==> src/assert_macros.svh <==
// ---------------------------------------------------------------------------
// Assertion macros shared by the console RTL.
// Every macro expects clock aclk and active-low reset aresetn in scope.
// ---------------------------------------------------------------------------
`ifndef ASSERT_MACROS_SVH
`define ASSERT_MACROS_SVH

// Plain property, checked at every clock edge out of reset.
`define TCW_ASSERT(label, prop, msg) \
    label: assert property (@(posedge aclk) disable iff (!aresetn) (prop)) else $error(msg);

// Same-cycle implication.
`define TCW_ASSERT_IMPL(label, ante, cons, msg) \
    label: assert property (@(posedge aclk) disable iff (!aresetn) (ante) |-> (cons)) \
        else $error(msg);

// Next-cycle implication.
`define TCW_ASSERT_NEXT(label, ante, cons, msg) \
    label: assert property (@(posedge aclk) disable iff (!aresetn) (ante) |=> (cons)) \
        else $error(msg);

`endif

==> src/tcw_pkg.sv <==
// ---------------------------------------------------------------------------
// tcw_pkg
// Geometry, character codes, beat structs and internal control structs of
// the text console writer.
// ---------------------------------------------------------------------------
package tcw_pkg;

    // Screen geometry
    localparam int ROWS          = 25;
    localparam int COLUMNS       = 80;
    localparam int TAB_STEP      = 4;
    localparam int CELL_COUNT    = ROWS * COLUMNS;
    localparam int LAST_ROW_BASE = CELL_COUNT - COLUMNS;
    localparam int ADDR_W        = $clog2(CELL_COUNT);
    localparam int ROW_W         = $clog2(ROWS + 1);
    localparam int COL_W         = $clog2(COLUMNS);
    localparam int SUM_W         = COL_W + 1;

    // Character codes
    localparam logic [7:0] CH_BACKSPACE = 8'd8;
    localparam logic [7:0] CH_TAB       = 8'd9;
    localparam logic [7:0] CH_NEWLINE   = 8'd10;
    localparam logic [7:0] CH_SPACE     = 8'd32;

    localparam logic [7:0]  RESET_COLOR = 8'd2;
    localparam logic [15:0] RESET_BLANK = {RESET_COLOR, CH_SPACE};

    // Opcodes
    localparam logic [1:0] OP_PUT   = 2'd0;
    localparam logic [1:0] OP_READ  = 2'd1;
    localparam logic [1:0] OP_CLEAR = 2'd2;

    typedef struct packed {
        logic [1:0]  opcode;
        logic [7:0]  char_code;
        logic [10:0] cell_address;
    } in_item_t;

    typedef struct packed {
        logic [15:0] cell_value;
        logic [4:0]  cursor_row;
        logic [6:0]  cursor_column;
    } out_item_t;

    // Screen memory port request
    typedef struct packed {
        logic              we;
        logic [ADDR_W-1:0] waddr;
        logic [15:0]       wdata;
        logic [ADDR_W-1:0] raddr;
    } mem_req_t;

    typedef enum logic {
        SWK_FILL   = 1'b0,
        SWK_SCROLL = 1'b1
    } sw_kind_t;

    typedef struct packed {
        logic        start;
        sw_kind_t    kind;
        logic [15:0] value;
    } sw_cmd_t;

    typedef struct packed {
        logic busy;
        logic done;
    } sw_stat_t;

endpackage

==> src/tcw_sweep.sv <==
// ---------------------------------------------------------------------------
// tcw_sweep
// Walks the screen memory: fills every cell with one value, or scrolls the
// screen up by one row and blanks the last row. One cell per cycle.
// ---------------------------------------------------------------------------
`include "assert_macros.svh"

module tcw_sweep (
    input  logic               aclk,
    input  logic               aresetn,
    input  tcw_pkg::sw_cmd_t   cmd,
    input  logic [15:0]        rdata,
    output tcw_pkg::sw_stat_t  stat,
    output tcw_pkg::mem_req_t  req
);

    localparam int AW = tcw_pkg::ADDR_W;

    typedef enum logic [2:0] {
        SW_IDLE = 3'b001,
        SW_COPY = 3'b010,
        SW_FILL = 3'b100
    } sw_state_t;

    sw_state_t       state_reg, state_next;
    logic [AW-1:0]   ptr_reg, ptr_next;
    logic [15:0]     value_reg, value_next;
    logic            pipe_valid_reg, pipe_valid_next;
    logic [AW-1:0]   pipe_addr_reg, pipe_addr_next;
    logic            done_reg, done_next;

    always_ff @(posedge aclk) begin
        if (!aresetn) begin
            state_reg      <= SW_IDLE;
            pipe_valid_reg <= 1'b0;
            done_reg       <= 1'b0;
        end else begin
            state_reg      <= state_next;
            pipe_valid_reg <= pipe_valid_next;
            done_reg       <= done_next;
        end
        ptr_reg       <= ptr_next;
        value_reg     <= value_next;
        pipe_addr_reg <= pipe_addr_next;
    end

    always_comb begin
        state_next      = state_reg;
        ptr_next        = ptr_reg;
        value_next      = value_reg;
        pipe_valid_next = 1'b0;
        pipe_addr_next  = pipe_addr_reg;
        done_next       = 1'b0;
        req             = '0;

        unique case (state_reg)
            SW_IDLE: begin
                if (cmd.start) begin
                    value_next = cmd.value;
                    ptr_next   = '0;
                    state_next = (cmd.kind == tcw_pkg::SWK_SCROLL) ? SW_COPY : SW_FILL;
                end
            end
            SW_COPY: begin
                // read one row below, write it back in the next cycle
                if (ptr_reg < AW'(tcw_pkg::LAST_ROW_BASE)) begin
                    req.raddr       = ptr_reg + AW'(tcw_pkg::COLUMNS);
                    pipe_valid_next = 1'b1;
                    pipe_addr_next  = ptr_reg;
                    ptr_next        = ptr_reg + AW'(1);
                end else begin
                    state_next = SW_FILL;
                end
            end
            SW_FILL: begin
                req.we    = 1'b1;
                req.waddr = ptr_reg;
                req.wdata = value_reg;
                if (ptr_reg == AW'(tcw_pkg::CELL_COUNT - 1)) begin
                    state_next = SW_IDLE;
                    done_next  = 1'b1;
                end else begin
                    ptr_next = ptr_reg + AW'(1);
                end
            end
            default: begin
                state_next = SW_IDLE;
            end
        endcase

        if (pipe_valid_reg) begin
            req.we    = 1'b1;
            req.waddr = pipe_addr_reg;
            req.wdata = rdata;
        end
    end

    assign stat.busy = (state_reg != SW_IDLE);
    assign stat.done = done_reg;

    `TCW_ASSERT_IMPL(a_sw_done_idle, done_reg, state_reg == SW_IDLE, "sweep done while busy")
    `TCW_ASSERT_IMPL(a_sw_wr_range, req.we, 32'(req.waddr) < tcw_pkg::CELL_COUNT,
                     "sweep write out of range")
    `TCW_ASSERT_IMPL(a_sw_copy_dst, pipe_valid_reg,
                     32'(pipe_addr_reg) < tcw_pkg::LAST_ROW_BASE, "copy wrote into last row")

endmodule

==> config.mk <==
export PLATFORM = sky130hd
export DESIGN_NAME = tcw_sweep
export DESIGN_NICKNAME = d
export VERILOG_FILES = /design/src/tcw_pkg.sv /design/src/tcw_sweep.sv
export VERILOG_INCLUDE_DIRS = /design/src /design/src/src
export SDC_FILE = /design/constraint.sdc
export NUM_CORES = 1
export LEC_CHECK = 0
export BUFFER_PORTS_ARGS = -buffer_cell sky130_fd_sc_hd__buf_2
export CAP_MARGIN = 20
export CORE_ASPECT_RATIO = 0.7
export CORE_MARGIN = 3
export CORE_UTILIZATION = 40
export CTS_CLUSTER_DIAMETER = 50
export DETAILED_ROUTE_END_ITERATION = 7
export MAX_ROUTING_LAYER = met4
export PLACE_DENSITY_LB_ADDON = 0.1
export SYNTH_ARGS = -nofsm -noshare
export SYNTH_HDL_FRONTEND = slang
export SYNTH_SLANG_ARGS = --single-unit
==> constraint.sdc <==
create_clock -name aclk -period 4 [get_ports aclk]
set_input_delay 0.8 -clock aclk [delete_from_list [all_inputs] [get_ports aclk]]
set_output_delay 0.8 -clock aclk [all_outputs]
set_load 0.02 [all_outputs]
# [Word-level counts from Yosys, hierarchy flattened]
# Cells that the tools add are included.
[totals] regBits=43 in_bits=36 output_inout_bits=41 wordCells=41
[op_classes] addsub=2 magnitude_cmp=1 n_eq_ne=10 muxes=15 n_reduce_logical=7
[ops] operator="two-way mux 28 bit" n=2
[ops] operator="two-way mux 11 bit" n=5
[ops] operator="one-hot mux 11 bit (3 select lines)" n=1
[ops] operator="two-way mux 3 bit" n=4
[ops] operator="adder 11 x 1 -> 11 bit, second input constant" n=1
[ops] operator="adder 11 x 7 -> 11 bit, second input constant" n=1
[ops] operator="equality test 11 bit, second input constant" n=1
[ops] operator="< comparator 11 bit, second input constant" n=1
[ops] operator="inequality test 2 bit, second input constant" n=5
[ops] operator="one-hot mux 3 bit (3 select lines)" n=1
[ops] operator="AND reduction 2 bit" n=4
[ops] operator="AND reduction 4 bit" n=1
[ops] operator="equality test 3 x 1 -> 1 bit, second input constant" n=1
[ops] operator="equality test 3 x 2 -> 1 bit, second input constant" n=1
[ops] operator="equality test 3 bit, second input constant" n=1
[ops] operator="inequality test 3 x 1 -> 1 bit, second input constant" n=1
[ops] operator="AND reduction 3 bit" n=1
[ops] operator="nonzero test 3 bit" n=1
[ops] operator="two-way mux 1 bit" n=2

# [Logic depth before layout (Yosys ltp)]
# Gate-level depths: netlist (run 1).
[logic_depth] depth_word=3 mapped_depth=6 mapped_depth_nobuf=5

# [Worst setup path before layout (run 1)]
# Ideal clock, no wire load.
[synth_path] path_kind="register to output" start="reg ptr_reg[5]" end="out req[10] (netlist name)" t_arrival_ns=1.571 t_required_ns=3.200 setup_slack_ns=1.629 path_stages_with_launch=5 path_buffers=0 cell_sequence="edfxtp_1 ha_1 nor2_1 or3_1 a211oi_1"
[synth_rtl] item="start: declaration" line_no="tcw_sweep.sv:26" text="logic [AW-1:0] ptr_reg, ptr_next;"
[synth_rtl] item="start signal: assignment" line_no="tcw_sweep.sv:42" text="ptr_reg <= ptr_next;"
[synth_rtl] item="end: declaration" line_no="tcw_sweep.sv:14" text="output tcw_pkg::mem_req_t req"

==> metrics.txt, run 1 <==
gr usage total 0.160; Largest delay share family, worst path simple AND/OR/NAND/NOR gates; Max Fanout on Critical Path 17; # clock sinks 43; # resized after CTS 0; crit path buf inv count 2; Leakage around 1.2 nW; Die ar. 6310 sq um; first-pass GRT wire length 7570 um; commonest non-fill, non-tap cell in the layout buf_2; Vert. Die Dim ~67 um; synth-to-layout area growth 26.1%; largest net degree at the start of global routing 30; Hold Vio Cnt, Final 0; post-synthesis sequential area ratio 0.576; Residual DRC 0; Starting Density 0.431; cts hold-fix bufs 0; Synth top area share 0.530; Synth Cell Area about 2200 sq um; DRT antenna net count 0; Synth Register Bits 43; CP Cell Sequence nand4_1, nand3_2, inv_1, and2_2, buf_2; H-tree level count 2; # setup viols final 0; startpoint types flip-flop; Routability Congestion slightly below 0.8; vias in the first global route between 1000 and 1500; clk_lat worst skew 0.29 ns; total CTS buffers 5; IO buf count between 70 and 80; top-level I/O count a little under 80; post-layout min period slightly below 3 ns; worst hold-check path type flip-flop to flip-flop; max_cap viols 0; clock buffer depth 2; total grt overflow 0; core box area roughly 5000 sq um; status completed; WL per Instance 14.9 um; Vias approximately 1700; clk root buf clkbuf_8; syn nets between 200 and 250; Yosys cell types 39; Max Slew Vio Count 0; number of diodes 0; data required time of the critical path 3.20 ns; setup bufs post-CTS 0; commonest non-fill, non-tap cells in the layout buf_2 (76), edfxtp_1 (38), a22o_1 (27); fin util 0.544; Synth warnings 0; post-DR vias/cell about 5.2; Multi-input gate area 807 sq um; critical path capture point type output port; synth top area cells edfxtp_1 (53%), a22o_1 (11%), dfxtp_1 (4.6%); syn avg cell area ~12 sq um; final setup TNS 0 ns; Final Power around 0.0011 W; Die X ~94 um; largest area contributor in the netlist edfxtp_1; Slew headroom 0.597; CTS tree built; fill count 459; layout cell share with drive strength beyond 1 0.375; placed wire-length estimate around 3500 um; FF/Latch Area 1240 sq um; worst slew pin tran 0.604 ns; Worst-path clk slew ~0.08 ns; Power Density slightly below 400 nW/um^2; fin crit share 0.743; worst vdd ir approximately 280 uV; RSZ-0062 raised after global routing no; Initial DRC Count 72; critical path arrival 2.17 ns; initial antenna violation count 0; max FFs per register 16; Crit path largest cell delay about 0.52 ns; CP max stage cell edfxtp_1; crit path kind flip-flop to output port; Mapped Cells between 150 and 200; Row Count 21; drt total wl between 4000 and 5000 um; clock skew between 0.01 and 0.015 ns; Final #Nets 289; FMAX around 340 MHz; DR pass1 iterations 4
## power breakdown
group	internal (W)	switching [W]	total (W)	leakage [nW]
sequential	0.000526	0.0000369	0.000563	0.402
combinational	0.0000516	0.0000636	0.000115	0.697
clock	0.000250	0.000145	0.000395	0.0654
total	0.000827	0.000246	0.00107	1.16
## per-layer routing
metal	up-vias	GRT usage	part of all wire	wire, um
met3	5	0.0390	0.076	361
li1	821	-	-	-
met4	0	0.0378	0.0080	38
met5	-	-	0	0
met2	59	0.220	0.43	2050
met1	769	0.237	0.49	2330
## per-stage QoR
stage | instances | hold WS (ns) | area [sq um] | setup slack (ns)
final | 320 | 0.618 | 2720 | 1.03
after global routing | 320 | 0.648 | 2720 | 0.837
after CTS | 319 | 0.614 | 2700 | 0.945
after detailed placement | 311 | 0.598 | 2570 | 1.28
after global placement | 310 | 0.577 | 2560 | 1.25
after floorplan | 176 | 0.428 | 2150 | 1.63
## logic make-up (layout without fill, tap and decap cells)
kind of cell	count (synthesis)	in the layout	synth area share
fa+ha+maj	3	3	0.0174
buf+inv	20	95	0.0488
compound gates	50	50	0.178
simple gates	52	52	0.146
xor+xnor	8	8	0.0325
flops	43	43	0.576
## layout make-up
class / instances / area share
clock buffers: 6 / 0.0267
well taps: 69 / 0.0318
multi-input cells: 113 / 0.297
clock inverters: 2 / 0.0221
flip-flops and latches: 43 / 0.457
inverters: 7 / 0.00968
repair buffers: 80 / 0.155
## Yosys cell counts, drive strengths merged
library cell	count
nor2	13
xor2	4
or2	1
nand4	3
nand2	4
nor3b	1
or3b	1
dfxtp	5
nor4bb	1
nand3	6
nand2b	2
clkbuf	2
a21oi	8
edfxtp	38
nand3b	1
buf	11
and2	5
inv	7
or4	3
xnor2	4
a22o	27
o21ai	5
and4b	1
a21o	2
a2111oi	1
o31ai	5
nor3	2
nor4b	1
a211oi	1
ha	3
or3	4
and3	1
nor2b	2
o211ai	1
## worst paths after layout
kind	from	to	slack [ns]	cells past startpoint
setup reg to reg	ptr_reg[0]	ptr_reg[0]	1.84	5
hold / removal	ptr_reg[1]	pipe_addr_reg[1]	0.62	0
hold reg to reg	ptr_reg[1]	pipe_addr_reg[1]	0.62	0
setup / recovery	ptr_reg[7]	req[3]	1.03	5
## worst register-to-register path, delay by kind of cell, from the launching register on
| family | cells | cell delay [ns] |
|---|---|---|
| AO/OA/AOI/OAI | 2 | 0.75 |
| adder cells (fa/ha/maj) | 1 | 0.27 |
| buffers and inverters | 1 | 0.24 |
| flip-flops | 1 | 0.51 |
| AND/OR/NAND/NOR | 1 | 0.17 |
No activity file was read; power rests on OpenSTA's default activity.
==> inputs of run 2 (changes only) <==
ABC_AREA = 1   (was default)
clock period = 3 ns   (was 4 ns; I/O delays follow)
==> metrics.txt, run 2 <==
commonest non-fill, non-tap cells in the layout nand2_1 (76), buf_2 (76), edfxtp_1 (38); Worst-path clk slew 0.08 ns (about the same); top-count cell post-synth nand2_1; DR pass1 iterations 4 (unchanged); Worst Slack Setup Final 0.422 ns (-0.608 ns); Mapped Cells 254 (+44%); Hold Vio Cnt, Final 0 (unchanged); Slew headroom 0.483 (-0.114); Die X 95.0 um (+1.4%); Placement Cell Area 2660 sq um (+3.7%); Crit path largest cell delay 0.52 ns (about the same); first-pass GRT wire length 8200 um (+8.3%); largest area contributor in the netlist edfxtp_1; largest net degree at the start of global routing 29 (-3.3%); max FFs per register 16 (unchanged); Leakage 1.33 nW (+14%); ys async rst share 0 (unchanged); post-synthesis sequential area ratio 0.560 (-0.0163); top-level I/O count 77 (unchanged); syn nets 293 (+36%); fin crit share 0.859; Power Density 803 nW/um^2 (+100%); Vert. Die Dim 68.3 um (+1.3%); most frequent CP cell nor2_1; cts hold-fix bufs 0 (unchanged); met1 Usage GRT 0.241 (+0.00344); WL per Instance 13.2 um (-12%); Final Cell Area 2750 sq um (+1.2%); drt total wl 5280 um (+11%); initial antenna violation count 0 (unchanged); reg-to-reg slack, setup 0.96 ns (-0.88 ns); Residual DRC 0 (unchanged); CP Cell Sequence nand2_1, nor2_1, nor2_4, inv_1, nor2_1, buf_2; IO buf count 76 (unchanged); placed cell count 393 (+26%); CTS tree built; CP max stage cell edfxtp_1; DRT antenna net count 0 (unchanged); number of diodes 0 (unchanged); clk root buf clkbuf_8; # setup viols final 0 (unchanged); final setup TNS 0 ns (unchanged); post-layout min period between 2 and 3 ns; total grt overflow 0 (unchanged); Final #Nets 370 (+28%); Row Count 21 (unchanged); Worst R2R Path Depth 5 (unchanged); critical path arrival 1.98 ns (-0.19 ns); global routing usage on met2 0.256 (+0.0362); startpoint types flip-flop; data required time of the critical path 2.40 ns (-0.80 ns); Layout Cells excl Fill 401 (+25%); R2R Path End ptr_reg[4]; Max Fanout on Critical Path 16 (-1); total CTS buffers 5 (unchanged); post-DR vias/cell 4.78 (-7.5%); Synth Cell Area 2220 sq um (+2.9%); met3 usage 0.0352 (-0.00381); Routability Congestion 0.918 (+19%); Synth top area share 0.515 (-0.0150); clk_lat worst skew 0.30 ns (about the same); # resized after CTS 0 (unchanged); max_cap viols 0 (unchanged); Hold Startpoint cmd[14]; worst hold-check path type primary input to flip-flop; setup bufs post-CTS 0 (unchanged); vias in the first global route 1668 (+13%); Vias 1917 (+16%); FMAX between 300 and 400 MHz; Starting Density 0.439 (+0.00791); Synth warnings 0 (unchanged); gr usage total 0.174 (+0.0139); synth-to-layout area growth 23.9%; crit path kind flip-flop to output port; clock buffer depth 2 (unchanged); Main synth FF type edfxtp_1; reg2reg start state_reg[0]; Hold Path Stages 1 (+1); fin util 0.544 (about the same); Initial DRC Count 162 (+130%); Die ar. 6480 sq um (+2.7%); core box area 5040 sq um (+1.1%); Synth Register Bits 43 (unchanged); setup slack at placement 0.743 ns (-0.541 ns); Hold Path Sink value_reg[14]; clock skew 0.00483 ns (-0.00689 ns); worst slew pin tran 0.771 ns (+0.166 ns); layout cell share with drive strength beyond 1 0.292 (-0.0823); critical path capture point type output port; Commonest cells post-synth nand2_1 (76), edfxtp_1 (38), nand3_1 (34); number of flops mapped to enable cells by yosys 38 (unchanged); RSZ-0062 raised after global routing no; syn avg cell area 8.72 sq um (-29%); status completed; H-tree level count 2 (unchanged); # clock sinks 43 (unchanged); Yosys cell types 30 (-23%); synth top area cells edfxtp_1 (51%), nand2_1 (13%), nand3_1 (7.7%); worst vdd ir 402 uV (+45%); placed wire-length estimate 3890 um (+12%); Max Slew Vio Count 0 (unchanged); busiest grt layer met2
[run 2: worst max path at each step]
| stage | from | endpoint | slack, ns | cells past startpoint |
|---|---|---|---|---|
| after global placement | ptr_reg[7] | req[6] | 0.81 | 6 |
| after detailed placement | ptr_reg[7] | req[6] | 0.74 | 6 |
| after floorplan | ptr_reg[7] | req[6] | 0.92 | 6 |
| after global routing | ptr_reg[7] | req[9] | 0.30 | 6 |
| final | ptr_reg[7] | req[8] | 0.42 | 6 |
| after CTS | ptr_reg[7] | req[8] | 0.42 | 6 |
[run 2: cell families after synthesis]
group / after synthesis / share of synthesized area
xor gates and xnor gates: 2 / 0.00791
AOI/OAI and AO/OA: 21 / 0.0503
adders and majority gates: 3 / 0.0169
and+or+nand+nor: 152 / 0.303
buffers and inverters: 33 / 0.0615
DFF: 43 / 0.560
[run 2: power by group]
part           total, W  internal (W)  switching (W)  leakage, nW
sequential      0.00109      0.000907       0.000180        0.403
combinational  0.000765      0.000240       0.000525        0.884
clock          0.000355      0.000158       0.000197       0.0392
[run 2: per-layer routing]
layer  share of wire  wire (um)
met1            0.48       2550
met2            0.44       2320
met3           0.066        350
met4           0.012         62
met5               0          0
[run 2: cell type report]
cell class,count,area [sq um]
well taps,69,86.3
clock buffers,5,68.8
fillers,483,2300
flip-flops and latches,43,1240
multi-input cells,178,838
clock inverters,3,15.0
inverters,23,86.3
repair buffers,80,410
[run 2: critical path, delay by kind of cell (launching register included)]
kind	cells	cell delay (ns)
AND/OR/NAND/NOR	4	0.80
buffers and inverters	2	0.36
flip-flops	1	0.52
[run 2: metrics by stage]
stage	total power [W]	hold slack, ns
detailed placement	0.00186	0.563
global route	0.00237	0.456
floorplan	0.00159	0.425
finish	0.00221	0.472
CTS	0.00222	0.463
global placement	0.00187	0.567
==> inputs of run 3 (changes only) <==
ABC_AREA = default   (was 1)
==> metrics.txt, run 3 (synthesis results as in run 1) <==
WL per Instance 15.4 um (+17%); worst vdd ir 248 uV (-38%); metal3 WL 362 um (+3.4%); # setup viols final 0 (unchanged); # resized after CTS 0 (unchanged); fin util 0.540 (-0.00480); commonest non-fill, non-tap cells in the layout buf_2 (76), edfxtp_1 (38), a22o_1 (27); Row Count 21 (unchanged); Hold Startpoint cmd[3]; Vert. Die Dim 67.4 um (-1.3%); worst slew pin tran 0.751 ns (-0.0198 ns); met1 wire length 2390 um (-6.3%); Highest Signal Layer met4; fill count 473 (-2.1%); IO buf count 76 (unchanged); clk root buf clkbuf_8; clk_lat worst skew 0.29 ns (about the same); setup bufs post-CTS 0 (unchanged); critical path capture point type output port; met2 wire length 2180 um (-5.9%); RSZ-0062 raised after global routing no; max FFs per register 16 (unchanged); cts hold-fix bufs 0 (unchanged); worst hold-check path type primary input to flip-flop; Initial DRC Count 67 (-59%); Starting Density 0.431 (-0.00791); critical path arrival 2.06 ns (+0.08 ns); clock skew 0.00346 ns (-0.00137 ns); CP startpoint ptr_reg[7]; number of diodes 0 (unchanged); Die ar. 6310 sq um (-2.6%); initial antenna violation count 0 (unchanged); Hold Vio Cnt, Final 0 (unchanged); total grt overflow 0 (unchanged); DR pass1 iterations 4 (unchanged); max_cap viols 0 (unchanged); Residual DRC 0 (unchanged); CTS tree built; reg2reg start ptr_reg[0]; Vias 1693 (-12%); synth-to-layout area growth 25.1%; Max Slew Vio Count 0 (unchanged); post-layout min period 2.66 ns (+0.0806 ns); commonest non-fill, non-tap cell in the layout buf_2; Multi-input gate area 807 sq um (-3.7%); layout cell share with drive strength beyond 1 0.379 (+0.0873); placed cell count 314 (-20%); top-level I/O count 77 (unchanged); placed wire-length estimate 3610 um (-7.1%); Power Density 498 nW/um^2 (-38%); post-DR vias/cell 5.26 (+10%); H-tree level count 2 (unchanged); Final #Nets 291 (-21%); Routability Congestion 0.847 (-7.7%); gr usage total 0.166 (-0.00810); startpoint types flip-flop; FMAX 376 MHz (-3.0%); data required time of the critical path 2.40 ns (about the same); # clock sinks 43 (unchanged); clock buffer depth 2 (unchanged); Placement Cell Area 2590 sq um (-2.9%); Final Cell Area 2690 sq um (-1.9%); DRT antenna net count 0 (unchanged); vias in the first global route 1566 (-6.1%); final setup TNS 0 ns (unchanged); total CTS buffers 5 (unchanged); largest net degree at the start of global routing 19 (-34%); Leakage 1.16 nW (-12%); core box area 4990 sq um (-1.0%); status completed; Max Fanout on Critical Path 14 (-2); fin crit share 0.886 (+0.0269); FF/Latch Area 1240 sq um (unchanged); Worst-path clk slew 0.08 ns (about the same); crit path kind flip-flop to output port; Die X 93.7 um (-1.3%); Layout Cells excl Fill 322 (-20%); first-pass GRT wire length 7790 um (-5.0%); drt total wl 4970 um (-5.9%); Slew headroom 0.499 (+0.0157)
[run 3: cell types whose count changed in the layout (fill, tap and decap cells not counted), sizes merged, moves of 3 or more]
cell and delta:
nand2 -74, nand3 -29, a22o +27, nor2 -19, inv -15, and2 +5, o21ai -5, o31ai +4
or3 +4, xnor2 +4, or4 +3
[run 3: area by class of cell]
type / instances / area share
clock buffer: 5 / 0.0255
clock inverter: 3 / 0.0144
inverter: 7 / 0.00975
multi-input combinational: 113 / 0.300
sequential: 43 / 0.461
tap: 69 / 0.0320
timing repair buffer: 82 / 0.158
[run 3: through the flow]
step | hold WS (ns) | power, W | worst slack (ns)
finish | 0.474 | 0.00134 | 0.341
global route | 0.455 | 0.00140 | 0.168
CTS | 0.466 | 0.00135 | 0.317
detailed placement | 0.610 | 0.000919 | 0.648
global placement | 0.589 | 0.000913 | 0.717
floorplan | 0.428 | 0.000855 | 0.829
[run 3: worst paths after layout]
check                            to  slack, ns  depth (start not counted)
setup / recovery             req[3]       0.34                          5
hold / removal         value_reg[3]       0.47                          1
setup reg to reg         ptr_reg[0]       0.89                          5
hold reg to reg   pipe_addr_reg[10]       0.61                          0
[run 3: metal layers]
layer	up-vias	GRT usage
met2	64	0.236
met3	5	0.0367
met5	-	-
met4	0	0.0432
met1	797	0.240
li1	827	-
[run 3: power by group]
group / switching, W / leakage [nW] / internal (W)
Combinational: 0.0000854 / 0.705 / 0.0000683
Clock: 0.000194 / 0.0556 / 0.000244
Sequential: 0.0000495 / 0.402 / 0.000701
[run 3: worst max-delay path, stage by stage (launching register included)]
cell,delay (ns)
edfxtp_1,0.51
nand4_1,0.24
nand3_2,0.21
inv_1,0.44
and2_2,0.22
buf_2,0.15
